<file path="config.mk">
export PLATFORM = sky130hd
export DESIGN_NAME = jdd_ram
export DESIGN_NICKNAME = d
export VERILOG_FILES = /design/src/sv/jdd_ram.sv
export SDC_FILE = /design/constraint.sdc
export NUM_CORES = 1
export LEC_CHECK = 0
export BUFFER_PORTS_ARGS = -buffer_cell sky130_fd_sc_hd__buf_2
export CELL_PAD_IN_SITES_DETAIL_PLACEMENT = 1
export CELL_PAD_IN_SITES_GLOBAL_PLACEMENT = 1
export CORE_ASPECT_RATIO = 0.7
export CORE_MARGIN = 5
export CORE_UTILIZATION = 37
export DETAILED_ROUTE_END_ITERATION = 6
export GPL_ROUTABILITY_DRIVEN = 0
export PLACE_DENSITY = 0.77
export SLEW_MARGIN = 5
export SYNTH_ARGS = -nofsm -noshare
export SYNTH_HDL_FRONTEND = slang
export SYNTH_SLANG_ARGS = --single-unit
</file>
<file path="constraint.sdc">
create_clock -name clk -period 1 [get_ports clk]
set_clock_uncertainty 0.15 [all_clocks]
set_input_delay 0.05 -clock clk [delete_from_list [all_inputs] [get_ports clk]]
set_output_delay 0.05 -clock clk [all_outputs]
set_load 0.01 [all_outputs]
</file>
<file path="src/sv/jdd_ram.sv">
`default_nettype none
module jdd_ram #(
	parameter int WIDTH = 8,
	parameter int DEPTH = 2
) (
	input  wire logic                     clk,
	input  wire logic                     we,
	input  wire logic [$clog2(DEPTH)-1:0] waddr,
	input  wire logic [WIDTH-1:0]         wdata,
	input  wire logic [$clog2(DEPTH)-1:0] raddr,
	output logic      [WIDTH-1:0]         rdata
);

	logic [WIDTH-1:0] mem_q [DEPTH];

	always_ff @(posedge clk) begin
		if (we) begin
			mem_q[waddr] <= wdata;
		end
		rdata <= mem_q[raddr];
	end

endmodule
`default_nettype wire

</file>
==> out/results.ini, run 1 <==
[worst_setup_path]
worst-r2r-setup-slack_ns=0.09
regToRegStartpoint=mem_q[0][2]$_DFFE_PP_
critical-path-max-stage-delay_ns=0.34
cp-start-kind=flip-flop
ff2ff_path_depth=1
cp.buffers_inverters=1
worstSetupPathType=reg -> out
path_cells=buf_6
crit_fanout=1
required_ns=0.80
r2r-end=rdata[2]$_DFF_P_
crit_path_top_delay_cell=dfxtp_2
crit_family=flip-flops
worstPathArrival_ns=0.75
endpoint_kind=output pin
cp_num_cells=1

[floorplanning]
start_util=0.376
dieArea_um2=3160
fp.dieH_um=48.5
core_um2=2080
die_x_um=65.0
row_count=14
pin_count=20

[grt]
grt_max_degree=14
grt_util_met1=0.0924
busiest_layer=met2
grt_use_total=0.0859
first_global_vias=427
grt_overflow=0
antenna_found_initial=0
use_met2=0.149
grt_util_met3=0.0440
grt_pass1_wl_um=1990

[logic_synthesis]
synth_edf_count=16
ys_types=6
synthArstFlopShare=0
ys.warnings.count=0
synthCells=35
yosysMostFrequentCell=edfxtp_1
ys_seq_elements=24
synth_commonest_cells=edfxtp_1, dfxtp_1, mux2_4
synth_area_leaders=edfxtp_1, dfxtp_1, mux2_4, buf_6, and2_1
synth_top_area_frac=0.612
synth_fp_nets=47
yosys.area.top_type=edfxtp_1
synth_ff_type=edfxtp_1
synth_area_um2=785
syn_area_per_cell_um2=22.4
yosysSeqAreaShare=0.817

[power]
p_sw_frac=0.194
power.switching_uw=337
power_frac_clock=0.236
comb_power_share=0.100
power_density_nw_per_um2=1700
power.internal_uw=1400
sequentialPowerShare=0.664
leakagePower_uw=0.000419
vdd.ir_drop.worst_v=0.000917

[clock_tree]
clk_pin_slew_ns=0.12
ctsHtreeMaxLevel=1
cts_sinks=24
cts_buffer_depth=2
tritoncts=done
clk_latency_ns=0.30
cts_made_buffers=3
root_buffer=clkbuf_4

[placed_design]
dp.cells=78
place_area_um2=906
io_buffers=19

[route]
drt_iter0_drc=2
wl_um=1130
first_pass_iters=3
viasPerCell=4.42
drc=0
antenna_left=0
wire_per_inst_um=12.6
via_count=398

[timing]
tightest_slew_ns=0.378
rsz0062_at_grt=yes
slew_violations=0
hold_viol=0
hold_ws_ns=0.0283
fmax_mhz=1050
setup_viol=0
final.period_utilization=0.949
slew_headroom=0.748
min_period_ns=0.949

[hold_path]
holdPathEnd=rdata[4]$_DFF_P_
worstHoldStart=raddr
whs_path_depth=2
min_path_type=in -> reg

[final_layout]
drive_above_1_share=0.485
syn2layout_area_growth_pct=30.0
nets=79
fin_util=0.489
fin_area_um2=1020
antennaDiodeCount=0
final_cell_count_no_fill=90

[job]
cap_violations=0

[run_status]
status=completed

==> cell families after synthesis <==
group                  count (synthesis)  synth area share
DFF                                   24             0.817
muxes                                  8             0.153
and+or+nand+nor                        2            0.0160
buffers and inverters                  1            0.0144
==> per-layer routing <==
metal	share of wire	wire (µm)
met1	0.37	422
met4	0	0
met2	0.54	608
met5	0	0
met3	0.088	99
==> power groups by stage <==
| stage | logic (µW) | registers, µW | clock network [µW] |
|---|---|---|---|
| finish | 173 | 1150 | 409 |
| global route | 190 | 1160 | 483 |
| CTS | 172 | 1150 | 437 |
| detailed placement | 149 | 1180 | 0 |
| global placement | 143 | 1170 | 0 |
| floorplan | 68.3 | 1190 | 0 |
==> how the worst max path moves through the flow <==
stage | to | slack, ns | from
final | rdata[6] | 0.05 | rdata[6]$_DFF_P_
after global routing | rdata[4] | -0.01 | rdata[4]$_DFF_P_
after CTS | rdata[6] | 0.02 | rdata[6]$_DFF_P_
after detailed placement | mem_q[1][2]$_DFFE_PP_ | 0.008 | waddr
after global placement | mem_q[1][0]$_DFFE_PP_ | 0.05 | waddr
after floorplan | mem_q[0][0]$_DFFE_PP_ | 0.007 | we
==> cells in the final DEF (no fill, tap or decap), drive strengths merged <==
| master | n |
|---|---|
| clkbuf | 4 |
| edfxtp | 16 |
| dfxtp | 8 |
| buf | 20 |
| and2 | 1 |
| nor2b | 1 |
| mux2 | 8 |
| dlygate4sd3 | 8 |
==> timing repair <==
action / in CTS / in global routing
buffers inserted: 0 / 0
endpoints found under the setup margin: 0 / 3
endpoints found under the hold margin: 16 / 0
hold buffers: 8 / 0
resized for setup: 0 / 2
==> flip-flops by register name, indices dropped and copies added, names as in the netlist <==
| register | flops |
|---|---|
| mem_q | 16 |
| rdata | 8 |
==> cell type report <==
class	count	area, µm²
clock buffers	4	26.3
fillers	200	1060
multi-input cells	10	133
flip-flops and latches	24	642
well taps	24	30.0
repair buffers	28	189
==> metrics by stage <==
stage / total power, µW / setup slack (ns) / TNS, ns
finish: 1740 / 0.0510 / 0
global route: 1840 / -0.0104 / -0.0192
CTS: 1760 / 0.0233 / 0
detailed placement: 1320 / 0.00779 / 0
global placement: 1320 / 0.0540 / 0
floorplan: 1260 / 0.00656 / 0
(Power assumes the default switching activity.)
==> run 2: changes to the inputs <==
--- a/config.mk
+++ b/config.mk
@@ -14,6 +14,8 @@
 export DETAILED_ROUTE_END_ITERATION = 6
 export GPL_ROUTABILITY_DRIVEN = 0
 export PLACE_DENSITY = 0.77
+export RECOVER_POWER = 50
+export SKIP_CTS_REPAIR_TIMING = 1
 export SLEW_MARGIN = 5
 export SYNTH_ARGS = -nofsm -noshare
 export SYNTH_HDL_FRONTEND = slang
==> out/results.ini, run 2 (synthesis results as in run 1) <==
[run_status]
status=completed

[worst_setup_path]
crit_fanout=1
cp-start-kind=flip-flop
critical-path-max-stage-delay_ns=0.34
endpoint_kind=output pin
cp.buffers_inverters=1
worstSetupPathType=reg -> out
required_ns=0.80
path_cells=buf_6
crit_family=flip-flops
worstPathArrival_ns=0.75
crit_path_top_delay_cell=dfxtp_2

[floorplanning]
die_x_um=65.0
core_um2=2080
pin_count=20
start_util=0.376
fp.dieH_um=48.5
row_count=14
dieArea_um2=3160

[route]
met3_length_um=99
top_layer_used=met3
wire_per_inst_um=12.6
wl_met1_um=424
wl_um=1130
antenna_left=0
dr_wl_met2_um=607
drc=0
first_pass_iters=3
drt_iter0_drc=1
via_count=401
viasPerCell=4.46

[final_layout]
syn2layout_area_growth_pct=29.5
final_common_cell=buf_2
layout_common_cells=buf_2, edfxtp_1, mux2_4, dlygate4sd3_1, dfxtp_1
drive_above_1_share=0.470
antennaDiodeCount=0
largest_register_ffs=16
fin_util=0.487
regMostFlops=mem_q
reg_top3=mem_q (16), rdata (8)
nets=79

[grt]
grt_max_degree=14
antenna_found_initial=0
grt_use_total=0.0771
grt_overflow=0
first_global_vias=375
grt_pass1_wl_um=1770

[clock_tree]
clk_pin_slew_ns=0.12
ctsHtreeMaxLevel=1
tritoncts=done
cts_made_buffers=3
cts_sinks=24
cts_buffer_depth=2
root_buffer=clkbuf_4
clk_latency_ns=0.30

[timing]
tns_ns=0
fmax_mhz=1050
setup_viol=0
rsz0062_at_grt=yes
slew_headroom=0.639
slew_violations=0
min_period_ns=0.949
final.period_utilization=0.949
hold_ws_ns=0.0284
tightest_slew_ns=0.541
hold_viol=0

[job]
cap_violations=0

[placed_design]
io_buffers=19

[power]
power_density_nw_per_um2=1710
vdd.ir_drop.worst_v=0.000917
leakagePower_uw=0.000414

[hold_path]
min_path_type=in -> reg

## run 2: per-layer routing
metal / vias to the layer above / track usage
li1: 194 / -
met1: 193 / 0.0880
met2: 14 / 0.124
met3: 0 / 0.0440
met4: 0 / 0.0207
met5: - / 0
## run 2: worst paths after layout
path	from	end	depth (start not counted)	slack, ns
setup / recovery	rdata[6]$_DFF_P_	rdata[6]	1	0.05
setup reg to reg	mem_q[0][2]$_DFFE_PP_	rdata[2]$_DFF_P_	1	0.09
hold / removal	raddr	rdata[4]$_DFF_P_	2	0.03
hold reg to reg	mem_q[1][5]$_DFFE_PP_	rdata[5]$_DFF_P_	1	0.34
## run 2: metrics by stage
stage                     setup WS (ns)  area [µm²]  std cells  total power [µW]
final                            0.0511        1020         90              1730
after global routing            -0.0104        1020         90              1830
after CTS                        0.0233         932         82              1740
after detailed placement        0.00779         906         78              1320
after global placement           0.0540         906         78              1320
after floorplan                 0.00656         785         35              1260
## run 2: power by group
group | switching, µW | leakage [µW] | internal (µW) | total, µW
Combinational | 66.8 | 0.000181 | 104 | 171
Sequential | 16.7 | 0.000218 | 1140 | 1150
Clock | 254 | 0.0000150 | 155 | 409
## run 2: layout make-up
type                            count  area, µm²
Fill cell                         199       1070
Multi-Input combinational cell     10        133
Clock buffer                        4       26.3
Timing Repair Buffer               28        185
Tap cell                           24       30.0
Sequential cell                    24        642
==> run 3: changes to the inputs <==
--- a/config.mk
+++ b/config.mk
@@ -7,16 +7,15 @@
 export LEC_CHECK = 0
 export BUFFER_PORTS_ARGS = -buffer_cell sky130_fd_sc_hd__buf_2
 export CELL_PAD_IN_SITES_DETAIL_PLACEMENT = 1
-export CELL_PAD_IN_SITES_GLOBAL_PLACEMENT = 1
+export CELL_PAD_IN_SITES_GLOBAL_PLACEMENT = 2
 export CORE_ASPECT_RATIO = 0.7
 export CORE_MARGIN = 5
-export CORE_UTILIZATION = 37
+export CORE_UTILIZATION = 32
 export DETAILED_ROUTE_END_ITERATION = 6
 export GPL_ROUTABILITY_DRIVEN = 0
 export PLACE_DENSITY = 0.77
 export RECOVER_POWER = 50
 export SKIP_CTS_REPAIR_TIMING = 1
-export SLEW_MARGIN = 5
 export SYNTH_ARGS = -nofsm -noshare
 export SYNTH_HDL_FRONTEND = slang
 export SYNTH_SLANG_ARGS = --single-unit
==> out/results.ini, run 3 (synthesis results as in run 1) <==
[final_layout]
layout_common_cells=edfxtp_1, buf_2, mux2_4, dlygate4sd3_1, dfxtp_1
antennaDiodeCount=0
fillers=269
regMostFlops=mem_q
drive_above_1_share=0.448
reg_top3=mem_q (16), rdata (8)
nets=80
fin_area_um2=1050
syn2layout_area_growth_pct=33.3
final_cell_count_no_fill=101
final_common_cell=edfxtp_1
largest_register_ffs=16

[grt]
grt_pass1_wl_um=1690
grt_overflow=0
grt_use_total=0.0644
grt_max_degree=14
antenna_found_initial=0
first_global_vias=418

[timing]
hold_ws_ns=0.0217
tightest_slew_ns=0.489
slew_headroom=0.674
min_period_ns=0.951
setup_viol=0
fmax_mhz=1050
final.period_utilization=0.951
tns_ns=0
hold_viol=0
rsz0062_at_grt=no
slew_violations=0

[clock_tree]
clk_pin_slew_ns=0.12
root_buffer=clkbuf_4
cts_sinks=24
clk_latency_ns=0.29
cts_buffer_depth=2
tritoncts=done
cts_made_buffers=3
ctsHtreeMaxLevel=1

[route]
viasPerCell=3.89
wire_per_inst_um=11.1
drc=0
wl_um=1120
antenna_left=0
first_pass_iters=2
via_count=393
drt_iter0_drc=6

[power]
vdd.ir_drop.worst_v=0.00105
p_sw_frac=0.189
power.switching_uw=341
power_density_nw_per_um2=1730
p_total_uw=1810
power_frac_clock=0.265
power.internal_uw=1470
leakagePower_uw=0.000415
sequentialPowerShare=0.639
comb_power_share=0.096

[worst_setup_path]
cp.buffers_inverters=1
crit_path_top_delay_cell=dfxtp_2
worstSetupPathType=reg -> out
cp-start-kind=flip-flop
crit_fanout=1
endpoint_kind=output pin
path_cells=buf_6
crit_family=flip-flops
required_ns=0.80
critical-path-max-stage-delay_ns=0.34
worst-r2r-setup-slack_ns=0.10
worstPathArrival_ns=0.75

[placed_design]
io_buffers=19
dp.cells=89
dp_hpwl_um=812
place_area_um2=938

[floorplanning]
die_x_um=69.2
start_util=0.327
fp.dieH_um=51.4
pin_count=20
core_um2=2400
row_count=15
dieArea_um2=3560

[run_status]
status=completed

[hold_path]
min_path_type=in -> reg

[job]
cap_violations=0

## run 3: cell types whose count changed in the layout (fill, tap and decap cells not counted), sizes merged
cell / previous run / this run
clkbuf: 5 / 9
buf: 19 / 16
## run 3: stage by stage
| stage | utilization | setup WS [ns] |
|---|---|---|
| floorplan | - | 0.00656 |
| global placement | 0.391 | 0.108 |
| detailed placement | 0.391 | 0.0887 |
| CTS | 0.406 | 0.0188 |
| global route | 0.435 | 0.00815 |
| finish | 0.435 | 0.0495 |
## run 3: metal layers
| metal | GRT usage | wire (µm) |
|---|---|---|
| met1 | 0.0562 | 420 |
| met2 | 0.127 | 610 |
| met3 | 0.0472 | 87 |
| met4 | 0 | 0 |
| met5 | 0 | 0 |
## run 3: power by group through the flow
stage               Combinational, µW  Clock (µW)  Sequential (µW)
finish                            173         478             1160
global route                      189         547             1160
CTS                               156         506             1150
detailed placement                156           0             1180
global placement                  152           0             1170
floorplan                        68.3           0             1190
## run 3: final cells by class
cell class,instances,area [µm²],share of cell area
Multi-Input combinational cell,10,133,0.127
Tap cell,34,42.5,0.0407
Timing Repair Buffer,29,191,0.183
Clock buffer,4,36.3,0.0347
Sequential cell,24,643,0.615
## run 3: worst paths after layout
path | end | startpoint | depth (start not counted)
min reg2reg | rdata[5]$_DFF_P_ | mem_q[1][5]$_DFFE_PP_ | 1
min | rdata[4]$_DFF_P_ | raddr | 2
max reg2reg | rdata[6]$_DFF_P_ | mem_q[0][6]$_DFFE_PP_ | 1
max | rdata[5] | rdata[5]$_DFF_P_ | 1
