==> src/sv/jdd_pkg.sv <==
`default_nettype none
package jdd_pkg;

	localparam int JOB_DEPTH_DEF = 64;
	localparam int USERS_DEF     = 16;
	localparam int MAX_SLOTS_DEF = 8;
	localparam int OUT_MAX       = 8;
	localparam int CMD_W         = 32;
	localparam int USER_W        = 4;
	localparam int LIMIT_W       = 4;
	localparam int CFG_IDX_W     = 4;

	localparam logic [CFG_IDX_W-1:0] REG_POLICY  = 4'd0;
	localparam logic [CFG_IDX_W-1:0] REG_MAX_PAR = 4'd1;

	typedef enum logic [1:0] {
		STAT_DISPATCHED  = 2'd0,
		STAT_ACK         = 2'd1,
		STAT_FULL        = 2'd2,
		STAT_NOT_RUNNING = 2'd3
	} status_t;

	typedef enum logic [2:0] {
		ST_IDLE,
		ST_SUB_RD,
		ST_SUB_WR,
		ST_FIN,
		ST_DSP,
		ST_DSP_WB,
		ST_OUT
	} state_t;

	typedef struct packed {
		logic             clr;
		logic             set;
		logic [CMD_W-1:0] cmd;
	} slot_op_t;

endpackage
`default_nettype wire

==> src/sv/jdd_slots.sv <==
`default_nettype none
module jdd_slots import jdd_pkg::*; #(
	parameter int MAX_SLOTS = MAX_SLOTS_DEF
) (
	input  wire logic     clk,
	input  wire logic     arst_n,
	input  wire slot_op_t op,
	output logic          hit
);

	logic             valid_q [MAX_SLOTS];
	logic [CMD_W-1:0] cmd_q   [MAX_SLOTS];
	logic [MAX_SLOTS-1:0] clr_sel;
	logic [MAX_SLOTS-1:0] set_sel;

	always_comb begin
		logic found;
		logic got;
		found   = 1'b0;
		got     = 1'b0;
		clr_sel = '0;
		set_sel = '0;
		for (int s = 0; s < MAX_SLOTS; s++) begin
			if (!found && valid_q[s] && cmd_q[s] == op.cmd) begin
				clr_sel[s] = 1'b1;
				found      = 1'b1;
			end
			if (!got && !valid_q[s]) begin
				set_sel[s] = 1'b1;
				got        = 1'b1;
			end
		end
		hit = found;
	end

	always_ff @(posedge clk or negedge arst_n) begin
		if (!arst_n) begin
			for (int s = 0; s < MAX_SLOTS; s++) begin
				valid_q[s] <= 1'b0;
			end
		end else begin
			for (int s = 0; s < MAX_SLOTS; s++) begin
				if (op.clr && clr_sel[s]) begin
					valid_q[s] <= 1'b0;
				end else if (op.set && set_sel[s]) begin
					valid_q[s] <= 1'b1;
				end
			end
		end
	end

	always_ff @(posedge clk) begin
		for (int s = 0; s < MAX_SLOTS; s++) begin
			if (op.set && set_sel[s]) begin
				cmd_q[s] <= op.cmd;
			end
		end
	end

endmodule
`default_nettype wire

==> config.mk <==
export PLATFORM = sky130hd
export DESIGN_NAME = jdd_slots
export DESIGN_NICKNAME = d
export VERILOG_FILES = /design/src/sv/jdd_pkg.sv /design/src/sv/jdd_slots.sv
export SDC_FILE = /design/constraint.sdc
export NUM_CORES = 1
export LEC_CHECK = 0
export BUFFER_PORTS_ARGS = -buffer_cell sky130_fd_sc_hd__buf_2
export CAP_MARGIN = 20
export CELL_PAD_IN_SITES_DETAIL_PLACEMENT = 1
export CELL_PAD_IN_SITES_GLOBAL_PLACEMENT = 1
export CORE_UTILIZATION = 35
export DETAILED_ROUTE_END_ITERATION = 7
export GPL_TIMING_DRIVEN = 1
export PLACE_DENSITY = 0.64
export SETUP_SLACK_MARGIN = 0.5
export SLEW_MARGIN = 20
export SYNTH_ARGS = -nofsm -noshare
export SYNTH_HDL_FRONTEND = slang
export SYNTH_SLANG_ARGS = --single-unit
==> constraint.sdc <==
create_clock -name clk -period 5.65 [get_ports clk]
set_input_delay 0.565 -clock clk [delete_from_list [all_inputs] [get_ports clk]]
set_output_delay 0.565 -clock clk [all_outputs]
set_load 0.03 [all_outputs]
==> metrics.md, run 1 <==
| Metric | Value |
|---|---|
| WHS Endpoint | `valid_q[7]$_DFFE_PN0P_` |
| # diodes | `0` |
| Hold Path Depth | `2` |
| Initial antenna violation count | `0` |
| First-pass GRT wire length | `~40000 um` |
| Ranking of synthesized cells by area | `edfxtp_1 (68%), xor2_1 (18%), nor4_1 (3.0%)` |
| Cell Int Power | `3.38 mW` |
| CP Data Arrival Time | `2930 ps` |
| Seq cells post-synth | `264` |
| Max cap viols | `0` |
| Clk pwr share | `45.3%` |
| Max Freq | `287 MHz` |
| Vias | `5636` |
| Net Sw Power | `between 0.8 and 0.9 mW` |
| Worst R2R Start | `valid_q[7]$_DFFE_PN0P_` |
| WP buf/inv | `2` |
| Synth area leader | `edfxtp_1` |
| Port bufs | `36` |
| Post-synthesis sequential area ratio | `70.3%` |
| DR DRC count | `0` |
| Outcome | `completed` |
| Avg WL per Cell | `~23 um` |
| CP Class | `in -> out` |
| Synthesized netlist cell count | `slightly below 700` |
| DP Worst Slack | `2020 ps` |
| HP Class | `in -> reg` |
| Multi-input gate area | `3130 sq um` |
| CP Capture Type | `primary output` |
| Worst-Margin Slew | `between 1000 and 1500 ps` |
| Final Skew | `6.81 ps` |
| Synthesized net count | `725` |
| Nets | `769` |
| Hold Crit Start | `op[33]` |
| Area growth, synth to finish | `14.4%` |
| Avg Vias per Cell | `4.86` |
| Crit Path Max Fanout | `16` |
| Routed Antenna Nets | `0` |
| Largest net degree at the start of global routing | `33` |
| GPL Wtd Cong | `0.824` |
| Tcrit/Tclk final | `between 60 and 70%` |
| Total CTS buffers | `30` |
| IR drop worst, VDD | `0.205 mV` |
| Starting density of the core | `a little over a third` |
| Die area | `32800 sq um` |
| Clock network latency to the later pin of the worst-skew pair | `between 500 and 600 ps` |
| Final setup vio count | `0` |
| Post-synth EDFFs | `256` |
| Setup TNS | `0 ps` |
| Layout cell share with drive strength beyond 1 | `12.7%` |
| Die X | `181 um` |
| Yosys warns | `0` |
| Clock sink count | `264` |
| Min Tclk post-route | `3490 ps` |
| Hold Vio Cnt, Final | `0` |
| Comb power frac | `4.5%` |
| Rel. slew slack | `28.6%` |
| Mean Syn Cell Area | `16.3 sq um` |
| Slew Limit Fails | `0` |
| Clock slew at reported path FFs | `60 ps` |
| Total power | `4.28 mW` |
| Io pins | `37` |
| Worst setup margin | `about 2200 ps` |
| DP Cell Count | `1100` |
| FF-to-FF setup slack | `2960 ps` |
| Predominant post-synthesis flop cell | `edfxtp_1` |
| Grt ovf | `0` |
| Commonest cells post-synth | `edfxtp_1 (256), xor2_1 (232), nor4_1 (53), xnor2_1 (23), buf_6 (14)` |
| CTS HTree Levels | `1` |
| Fill cell count | `3154` |
| Cell variety after synth | `24` |
| FP Rows | `between 60 and 70` |
| Async SR Flop Fraction | `under 10%` |
| Reg2reg path depth | `6` |
| Top delay family on crit path | `simple AND/OR/NAND/NOR gates` |
| CTS tree | `done` |
| Core area | `31600 sq um` |
| Tot GR Track Use | `between 15 and 20%` |
| CP Launch Point | `op[15]` |
| Die Span Y | `181 um` |
| Slowest stage cell, crit path | `nor4_1` |
| Final Non-Filler Cells | `1159` |
| Most numerous cell in the Yosys netlist | `edfxtp_1` |
| Sequential Power Share | `50.1%` |
| Sequential cell area | `7890 sq um` |
| Clock Path Buffers | `3` |
| Detailed Place HPWL | `around 17000 um` |
| Worst R2R End | `cmd_q[1][124]$_DFFE_PP_` |
| Vias in the first global route | `5834` |
| Power Density | `333 nW/um^2` |
| CP peak stage delay | `730 ps` |
| Critical path required time | `5090 ps` |
| Iteration count of the initial detailed-routing pass | `4` |
| 1st-iter DRT viols | `414` |
| Yosys top cell area share | `68.5%` |
| Leakage | `4.28 nW` |
| Post-CTS Setup Bufs | `0` |
| Sw Share | `a little over a fifth` |
| Root Buffer Master | `clkbuf_16` |
| RSZ-0062 raised after global routing | `false` |
| Mapped cell area | `between 10000 and 15000 sq um` |
| Final WL | `between 20000 and 30000 um` |
| Cell Chain, Critical Path | `buf_2, xor2_1, nor4_1, nand4_1, nor3_1, nor2b_1, nand4_1, buf_2` |
| CP Launch Type | `primary input` |
==> state kept, by name, summed over array words and instances (netlist names) <==
signal and flops:
valid_q 8, cmd_q 256
==> how the worst max path moves through the flow <==
stage	endpoint	slack, ps	cells after the start
finish	hit	2160	8
CTS	hit	2000	8
floorplan	cmd_q[1][64]$_DFFE_PP_	2550	4
global route	hit	1820	8
global placement	hit	2030	8
detailed placement	hit	2020	8
==> power groups by stage <==
| stage | Combinational [mW] | Clock, mW | Sequential, mW |
|---|---|---|---|
| detailed placement | 0.196 | 0 | 2.19 |
| global route | 0.213 | 2.05 | 2.14 |
| finish | 0.193 | 1.94 | 2.15 |
| global placement | 0.193 | 0 | 2.19 |
| CTS | 0.199 | 1.98 | 2.15 |
| floorplan | 0.120 | 0 | 2.19 |
==> metal layers <==
| metal | vias up | global-route usage (%) | wire length, um |
|---|---|---|---|
| met5 | - | 0 | 0 |
| met4 | 0 | 3.63 | 523 |
| met3 | 36 | 2.44 | 1040 |
| met2 | 94 | 26.4 | 12600 |
| met1 | 2904 | 24.0 | 12700 |
| li1 | 2602 | - | - |
==> stage by stage <==
| stage | cell area (sq um) | hold slack (ps) | utilization (%) |
|---|---|---|---|
| floorplan | 11200 | 269 | - |
| global placement | 11700 | 426 | 37.2 |
| detailed placement | 11800 | 424 | 37.4 |
| CTS | 12800 | 232 | 40.5 |
| global route | 12800 | 251 | 40.7 |
| finish | 12800 | 246 | 40.7 |
==> area by class of cell <==
cell class	count	share of cell area (%)
Clock buffer	38	6.25
Clock inverter	18	1.43
Inverter	1	0.0292
Multi-Input combinational cell	392	24.4
Sequential cell	264	61.4
Tap cell	402	3.92
Timing Repair Buffer	44	2.55
==> cell families after synthesis <==
family | share of synthesized area, %
buffers and inverters | 2.35
AO/OA/AOI/OAI | 0.680
flip-flops | 70.3
XOR/XNOR | 20.0
AND/OR/NAND/NOR | 6.67
==> cell usage in the layout, fill, tap and decap left out, types with 3 or more instances in the layout <==
master,netlist,routed
a21oi_1,7,7
a31oi_1,4,4
and3_1,3,3
buf_16,0,3
buf_2,13,36
bufinv_16,0,4
clkbuf_1,0,7
clkbuf_16,0,31
clkinv_1,0,11
dfrtp_1,8,8
edfxtp_1,256,256
nand2_1,8,8
nand3_1,13,13
nand4_1,12,12
nor2_1,11,7
nor2_4,0,4
nor2b_4,0,4
nor3_1,10,10
nor4_1,53,53
or3_1,3,3
xnor2_1,23,23
xor2_1,232,232
==> timing repair <==
action	in CTS	in global routing
hold buffers	1	0
hold endpoints to repair	8	0
gates resized for setup	0	0
(Power assumes the default switching activity.)
==> run 2: changes to the inputs <==
--- a/config.mk
+++ b/config.mk
@@ -5,6 +5,7 @@
 export SDC_FILE = /design/constraint.sdc
 export NUM_CORES = 1
 export LEC_CHECK = 0
+export ABC_AREA = 1
 export BUFFER_PORTS_ARGS = -buffer_cell sky130_fd_sc_hd__buf_2
 export CAP_MARGIN = 20
 export CELL_PAD_IN_SITES_DETAIL_PLACEMENT = 1
@@ -12,7 +13,7 @@
 export CORE_UTILIZATION = 35
 export DETAILED_ROUTE_END_ITERATION = 7
 export GPL_TIMING_DRIVEN = 1
-export PLACE_DENSITY = 0.64
+export PLACE_DENSITY = 0.69
 export SETUP_SLACK_MARGIN = 0.5
 export SLEW_MARGIN = 20
 export SYNTH_ARGS = -nofsm -noshare
==> constraint.sdc (replaced) <==
create_clock -name clk -period 3.2 [get_ports clk]
set_input_delay 0.32 -clock clk [delete_from_list [all_inputs] [get_ports clk]]
set_output_delay 0.32 -clock clk [all_outputs]
set_load 0.03 [all_outputs]
==> metrics.md, run 2 <==
| Metric | Value |
|---|---|
| Outcome | `completed` |
| Total CTS buffers | `29 (-3.3%)` |
| Iteration count of the initial detailed-routing pass | `5 (+1)` |
| Largest reg by FF count | `cmd_q` |
| Die Span Y | `187 um (+3.4%)` |
| DR DRC count | `0 (unchanged)` |
| Biggest regs | `cmd_q x256, valid_q x8` |
| Power Density | `570 nW/um^2 (+71%)` |
| Seq cells post-synth | `264 (unchanged)` |
| Hold Vio Cnt, Final | `0 (unchanged)` |
| Nets | `1242 (+62%)` |
| Yosys top cell area share | `64.0% (-4.5 points)` |
| HP Class | `in -> reg` |
| Total power | `7.98 mW (+87%)` |
| RSZ-0062 raised after global routing | `true` |
| CTS tree | `done` |
| Avg Vias per Cell | `5.12 (+5.4%)` |
| Hold Crit Start | `op[28]` |
| Detailed Place HPWL | `28500 um (+63%)` |
| Final setup vio count | `0 (unchanged)` |
| Grt ovf | `0 (unchanged)` |
| Most numerous cell in the Yosys netlist | `nand2_1` |
| Synthesized netlist cell count | `1122 (+63%)` |
| Tcrit/Tclk final | `85.6%` |
| Core area | `33600 sq um (+6.5%)` |
| DP Cell Count | `1614 (+47%)` |
| Commonest cells post-synth | `nand2_1 (327), edfxtp_1 (256), inv_1 (117), nor2_1 (98), o21ai_0 (45)` |
| Crit Path Max Fanout | `4 (-12)` |
| Cell variety after synth | `39 (+63%)` |
| Io pins | `37 (unchanged)` |
| Final WL | `40200 um (+50%)` |
| CP Launch Point | `cmd_q[0][47]$_DFFE_PP_` |
| Async SR Flop Fraction | `3.03% (unchanged)` |
| Avg WL per Cell | `24.0 um (+3.6%)` |
| Hold_ws | `83.5 ps (-162 ps)` |
| Max Freq | `365 MHz` |
| Post-synth EDFFs | `256 (unchanged)` |
| CP Launch Type | `register` |
| CP Class | `reg -> out` |
| Worst R2R Start | `valid_q[7]$_DFFE_PN0P_` |
| IR drop worst, VDD | `0.331 mV (+61%)` |
| Die area | `35100 sq um (+6.9%)` |
| Predominant post-synthesis flop cell | `edfxtp_1` |
| Root Buffer Master | `clkbuf_16` |
| 1st-iter DRT viols | `841 (+100%)` |
| Most frequent cells in the layout | `nand2_1 (324), edfxtp_1 (256), inv_1 (116)` |
| Tot GR Track Use | `23.0% (+6.4 points)` |
| Clock slew at reported path FFs | `60 ps (about the same)` |
| Yosys warns | `0 (unchanged)` |
| Worst setup margin | `461 ps (-1700 ps)` |
| Setup TNS | `0 ps (unchanged)` |
| Min Tclk post-route | `between 2000 and 3000 ps` |
| Worst-Margin Slew | `601 ps (-467 ps)` |
| Vias in the first global route | `8843 (+52%)` |
| Critical path required time | `2880 ps (-2210 ps)` |
| Final Skew | `12.7 ps (+5.89 ps)` |
| Leakage | `5.40 nW (+26%)` |
| Max reg flops | `256 (unchanged)` |
| Starting density of the core | `35.7% (+0.16 points)` |
| CP Capture Type | `primary output` |
| Clock sink count | `264 (unchanged)` |
| GPL Wtd Cong | `0.926 (+12%)` |
| Initial antenna violation count | `0 (unchanged)` |
| Max cap viols | `0 (unchanged)` |
| Die X | `187 um (+3.4%)` |
| First-pass GRT wire length | `58500 um (+46%)` |
| Ranking of synthesized cells by area | `edfxtp_1 (64%), nand2_1 (10%), inv_1 (3.7%)` |
| CP Data Arrival Time | `2420 ps (-510 ps)` |
| Most common cell after layout, fill and taps aside | `nand2_1` |
| DP Worst Slack | `151 ps (-1870 ps)` |
| Area growth, synth to finish | `16.7%` |
| Routed Antenna Nets | `0 (unchanged)` |
| Clock network latency to the later pin of the worst-skew pair | `550 ps (about the same)` |
| Synth area leader | `edfxtp_1` |
| Final Non-Filler Cells | `1675 (+45%)` |
| Clock Path Buffers | `3 (unchanged)` |
| FP Rows | `67 (+3.1%)` |
| Layout cell share with drive strength beyond 1 | `16.1% (+3.4 points)` |
| CTS HTree Levels | `1 (unchanged)` |
| Synthesized net count | `1158 (+60%)` |
| Port bufs | `36 (unchanged)` |
| Mapped cell area | `12000 sq um (+7.0%)` |
| # diodes | `0 (unchanged)` |
| Mean Syn Cell Area | `10.7 sq um (-34%)` |
| Post-synthesis sequential area ratio | `65.7% (-4.6 points)` |
| Rel. slew slack | `59.9% (+31 points)` |
| Largest net degree at the start of global routing | `34 (+3.0%)` |
| Slew Limit Fails | `0 (unchanged)` |
| Vias | `8581 (+52%)` |
==> run 2: path summary, 6_finish.rpt <==
path / slack (ps) / to / cells past startpoint
max in group asynchronous: 2820 / valid_q[2]$_DFFE_PN0P_ / 2
worst min-delay path: 80 / cmd_q[0][124]$_DFFE_PP_ / 1
min in group asynchronous: 170 / valid_q[6]$_DFFE_PN0P_ / 2
worst max register to register: 1060 / cmd_q[1][108]$_DFFE_PP_ / 5
worst min register to register: 580 / valid_q[3]$_DFFE_PN0P_ / 2
worst max-delay path: 460 / hit / 13
==> run 2: cells by family after synthesis <==
group                     count (synthesis)  synth area share, %
and+or+nand+nor                         506                 17.3
DFF                                     264                 65.7
buffers and inverters                   170                 6.32
AOI/OAI and AO/OA                       111                 5.50
xor gates and xnor gates                 71                 5.18
==> run 2: what timing repair did <==
action | 4_1_cts | 5_1_grt
hold buffers | 1 | 0
gates cloned | 0 | 0
endpoints found under the hold margin | 8 | 0
setup endpoints to repair | 1 | 1
resized for setup | 30 | 7
buffers inserted | 5 | 3
pin swaps | 13 | 3
==> run 2: metal layers <==
layer | GRT usage, % | vias up | routed length, um
li1 | - | 3929 | -
met1 | 30.7 | 4277 | 17300
met2 | 36.9 | 301 | 18600
met3 | 4.13 | 74 | 2830
met4 | 9.24 | 0 | 1540
met5 | 0 | - | 0
==> run 2: layout make-up <==
class / count / area (sq um)
Fill cell: 3686 / 19600
Tap cell: 448 / 561
Timing Repair Buffer: 83 / 567
Multi-Input combinational cell: 688 / 3560
Inverter: 140 / 529
Clock buffer: 36 / 752
Clock inverter: 16 / 150
Sequential cell: 264 / 7890
==> run 2: through the flow <==
stage | util [%] | area (sq um)
2_1_floorplan | - | 12000
3_3_place_gp | 38.4 | 12900
3_5_place_dp | 38.4 | 12900
4_1_cts | 41.5 | 14000
5_1_grt | 41.7 | 14000
6_report | 41.7 | 14000
==> run 2: power by group <==
| part | internal, mW | switching, mW | leakage (nW) |
|---|---|---|---|
| combinational | 0.209 | 0.514 | 2.58 |
| clock | 1.89 | 1.35 | 0.443 |
| sequential | 3.94 | 0.0731 | 2.38 |
| total | 6.05 | 1.94 | 5.40 |
==> run 2: worst max-delay path, cell delays in order, from the launching register on <==
cell      delay (ps)
edfxtp_1         380
inv_1             60
nand2_1           50
nand2_1           90
nand2_1          120
nor2_1           240
nand2_1           90
nor2_1           130
nand4_2          140
nand3_2          130
nor2_4            50
nand4_1           90
nand2b_4         170
buf_6            130
==> run 3: changes to the inputs <==
--- a/config.mk
+++ b/config.mk
@@ -6,7 +6,7 @@
 export NUM_CORES = 1
 export LEC_CHECK = 0
 export ABC_AREA = 1
-export BUFFER_PORTS_ARGS = -buffer_cell sky130_fd_sc_hd__buf_2
+export BUFFER_PORTS_ARGS = -buffer_cell sky130_fd_sc_hd__buf_4
 export CAP_MARGIN = 20
 export CELL_PAD_IN_SITES_DETAIL_PLACEMENT = 1
 export CELL_PAD_IN_SITES_GLOBAL_PLACEMENT = 1
==> metrics.md, run 3 (synthesized netlist as in run 2, its figures left out) <==
| Metric | Value |
|---|---|
| Slew Limit Fails | `0 (unchanged)` |
| Sequential cell area | `7890 sq um (about the same)` |
| CTS HTree Levels | `1 (unchanged)` |
| CTS tree | `done` |
| DR DRC count | `0 (unchanged)` |
| Cell Chain, Critical Path | `buf_4, o22ai_1, nor2_1, nand2_1, nor2_4, nand3_2, nor2_4, nor2_4, nand4_1, buf_4, buf_4, buf_4, buf_4, buf_4, buf_4, buf_4, buf_4, nor2_1, nor2_1` |
| 1st-iter DRT viols | `906 (+7.7%)` |
| Met2 usage | `38.1% (+1.1 points)` |
| Rel. slew slack | `56.6% (-3.3 points)` |
| Most frequent cells in the layout | `nand2_1 (320), edfxtp_1 (256), inv_1 (114)` |
| Io pins | `37 (unchanged)` |
| HP Class | `in -> reg` |
| Final Skew | `17.8 ps (+5.05 ps)` |
| CP dominant cell by count | `buf_4` |
| Layout cell share with drive strength beyond 1 | `16.9% (+0.87 points)` |
| FP Rows | `67 (unchanged)` |
| Initial antenna violation count | `2 (+2)` |
| Biggest regs | `cmd_q x256, valid_q x8` |
| Grt ovf | `0 (unchanged)` |
| Detailed Place HPWL | `28100 um (-1.4%)` |
| Total power | `7.90 mW (-0.99%)` |
| Max cap viols | `0 (unchanged)` |
| Max reg flops | `256 (unchanged)` |
| CP peak stage delay | `530 ps (+150 ps)` |
| Outcome | `completed` |
| Min Tclk post-route | `2750 ps (+7.64 ps)` |
| Max Freq | `364 MHz (-0.28%)` |
| Power Density | `561 nW/um^2 (-1.5%)` |
| Clock sink count | `264 (unchanged)` |
| Vias | `8607 (+0.30%)` |
| CP Capture Type | `register` |
| Tcrit/Tclk final | `85.8% (+0.24 points)` |
| Total CTS buffers | `29 (unchanged)` |
| Clock network latency to the later pin of the worst-skew pair | `550 ps (about the same)` |
| Final WL | `41000 um (+1.9%)` |
| Die X | `187 um (unchanged)` |
| Starting density of the core | `35.7% (unchanged)` |
| CP Data Arrival Time | `3190 ps (+770 ps)` |
| Setup TNS | `0 ps (unchanged)` |
| Area growth, synth to finish | `17.2%` |
| GRT met3 Usage | `4.41% (+0.28 points)` |
| Final setup vio count | `0 (unchanged)` |
| Die Span Y | `187 um (unchanged)` |
| Die area | `35100 sq um (unchanged)` |
| Root Buffer Master | `clkbuf_16` |
| First-pass GRT wire length | `59700 um (+2.1%)` |
| Met1 Use GR | `32.1% (+1.4 points)` |
| Multi-input gate area | `3650 sq um (+2.4%)` |
| GPL Wtd Cong | `0.935 (+0.97%)` |
| # diodes | `0 (unchanged)` |
| Vias in the first global route | `8821 (-0.25%)` |
| Iteration count of the initial detailed-routing pass | `5 (unchanged)` |
| Crit Path Max Fanout | `4 (unchanged)` |
| Largest reg by FF count | `cmd_q` |
| Avg Vias per Cell | `5.17 (+0.91%)` |
| Tot GR Track Use | `23.5% (+0.51 points)` |
| Port bufs | `36 (unchanged)` |
| Most common cell after layout, fill and taps aside | `nand2_1` |
| Clock Path Buffers | `3 (unchanged)` |
| Nets | `1235 (-0.56%)` |
| Critical path required time | `3650 ps (+770 ps)` |
| Hold Vio Cnt, Final | `0 (unchanged)` |
| CP Launch Type | `register` |
| Largest net degree at the start of global routing | `34 (unchanged)` |
| Core area | `33600 sq um (unchanged)` |
| Slowest stage cell, crit path | `edfxtp_1` |
| Worst-Margin Slew | `650 ps (+48.7 ps)` |
| CP Class | `reg -> reg` |
| Routed Antenna Nets | `0 (unchanged)` |
| RSZ-0062 raised after global routing | `true` |
| Avg WL per Cell | `24.6 um (+2.5%)` |
| IR drop worst, VDD | `0.373 mV (+13%)` |
| Busiest layer in global routing | `met2` |
| Leakage | `5.41 nW (+0.22%)` |
| Fill cell count | `3660 (-0.71%)` |
| Clock slew at reported path FFs | `60 ps (about the same)` |
[run 3: final timing paths]
path / from / endpoint / slack [ps] / cells after the start
worst max-delay path: cmd_q[0][116]$_DFFE_PP_ / valid_q[0]$_DFFE_PN0P_ / 450 / 19
worst min-delay path: op[32] / valid_q[7]$_DFFE_PN0P_ / 40 / 3
worst max register to register: cmd_q[0][116]$_DFFE_PP_ / valid_q[0]$_DFFE_PN0P_ / 450 / 19
worst min register to register: valid_q[7]$_DFFE_PN0P_ / valid_q[7]$_DFFE_PN0P_ / 620 / 2
max in group asynchronous: arst_n / valid_q[7]$_DFFE_PN0P_ / 2920 / 2
min in group asynchronous: arst_n / valid_q[1]$_DFFE_PN0P_ / 130 / 2
[run 3: timing repair]
item	in CTS	in global routing
endpoints found under the setup margin	1	2
pin swaps	12	20
buffers inserted	14	8
hold endpoints to repair	8	0
resized for setup	38	17
hold buffers	1	0
[run 3: critical path: cells and delay by family, from the launching register on]
kind / cells / cell delay, ps
buffers and inverters: 9 / 1200
flip-flops: 1 / 530
AO/OA/AOI/OAI: 1 / 160
AND/OR/NAND/NOR: 9 / 760
[run 3: per-layer routing]
layer  vias to the layer above  wire length, um  share of wire (%)
li1                       3911                -                  -
met1                      4347            17900                 44
met2                       275            19500                 48
met3                        70             2470                6.0
met4                         4             1070                2.6
met5                         -               29              0.071
[run 3: metrics by stage]
stage	instance area, sq um	util, %	std cells	worst slack (ps)	hold WS [ps]
after floorplan	12000	-	1122	247	24.4
after global placement	12800	38.2	1593	354	151
after detailed placement	12800	38.2	1593	328	152
after CTS	14000	41.5	1657	500	28.2
after global routing	14100	41.9	1665	401	39.7
final	14100	41.9	1665	453	41.3
[run 3: layout make-up]
type                    instances  area share [%]
multi-input cells             688            25.9
clock inverters                15           0.853
inverters                     140            3.78
repair buffers                 76            4.18
flip-flops and latches        264            56.0
well taps                     448            3.98
clock buffers                  34            5.29
[run 3: where the power goes]
group          internal, mW  leakage [nW]  switching, mW
combinational         0.207          2.61          0.516
clock                  1.80         0.425           1.36
sequential             3.94          2.38         0.0776
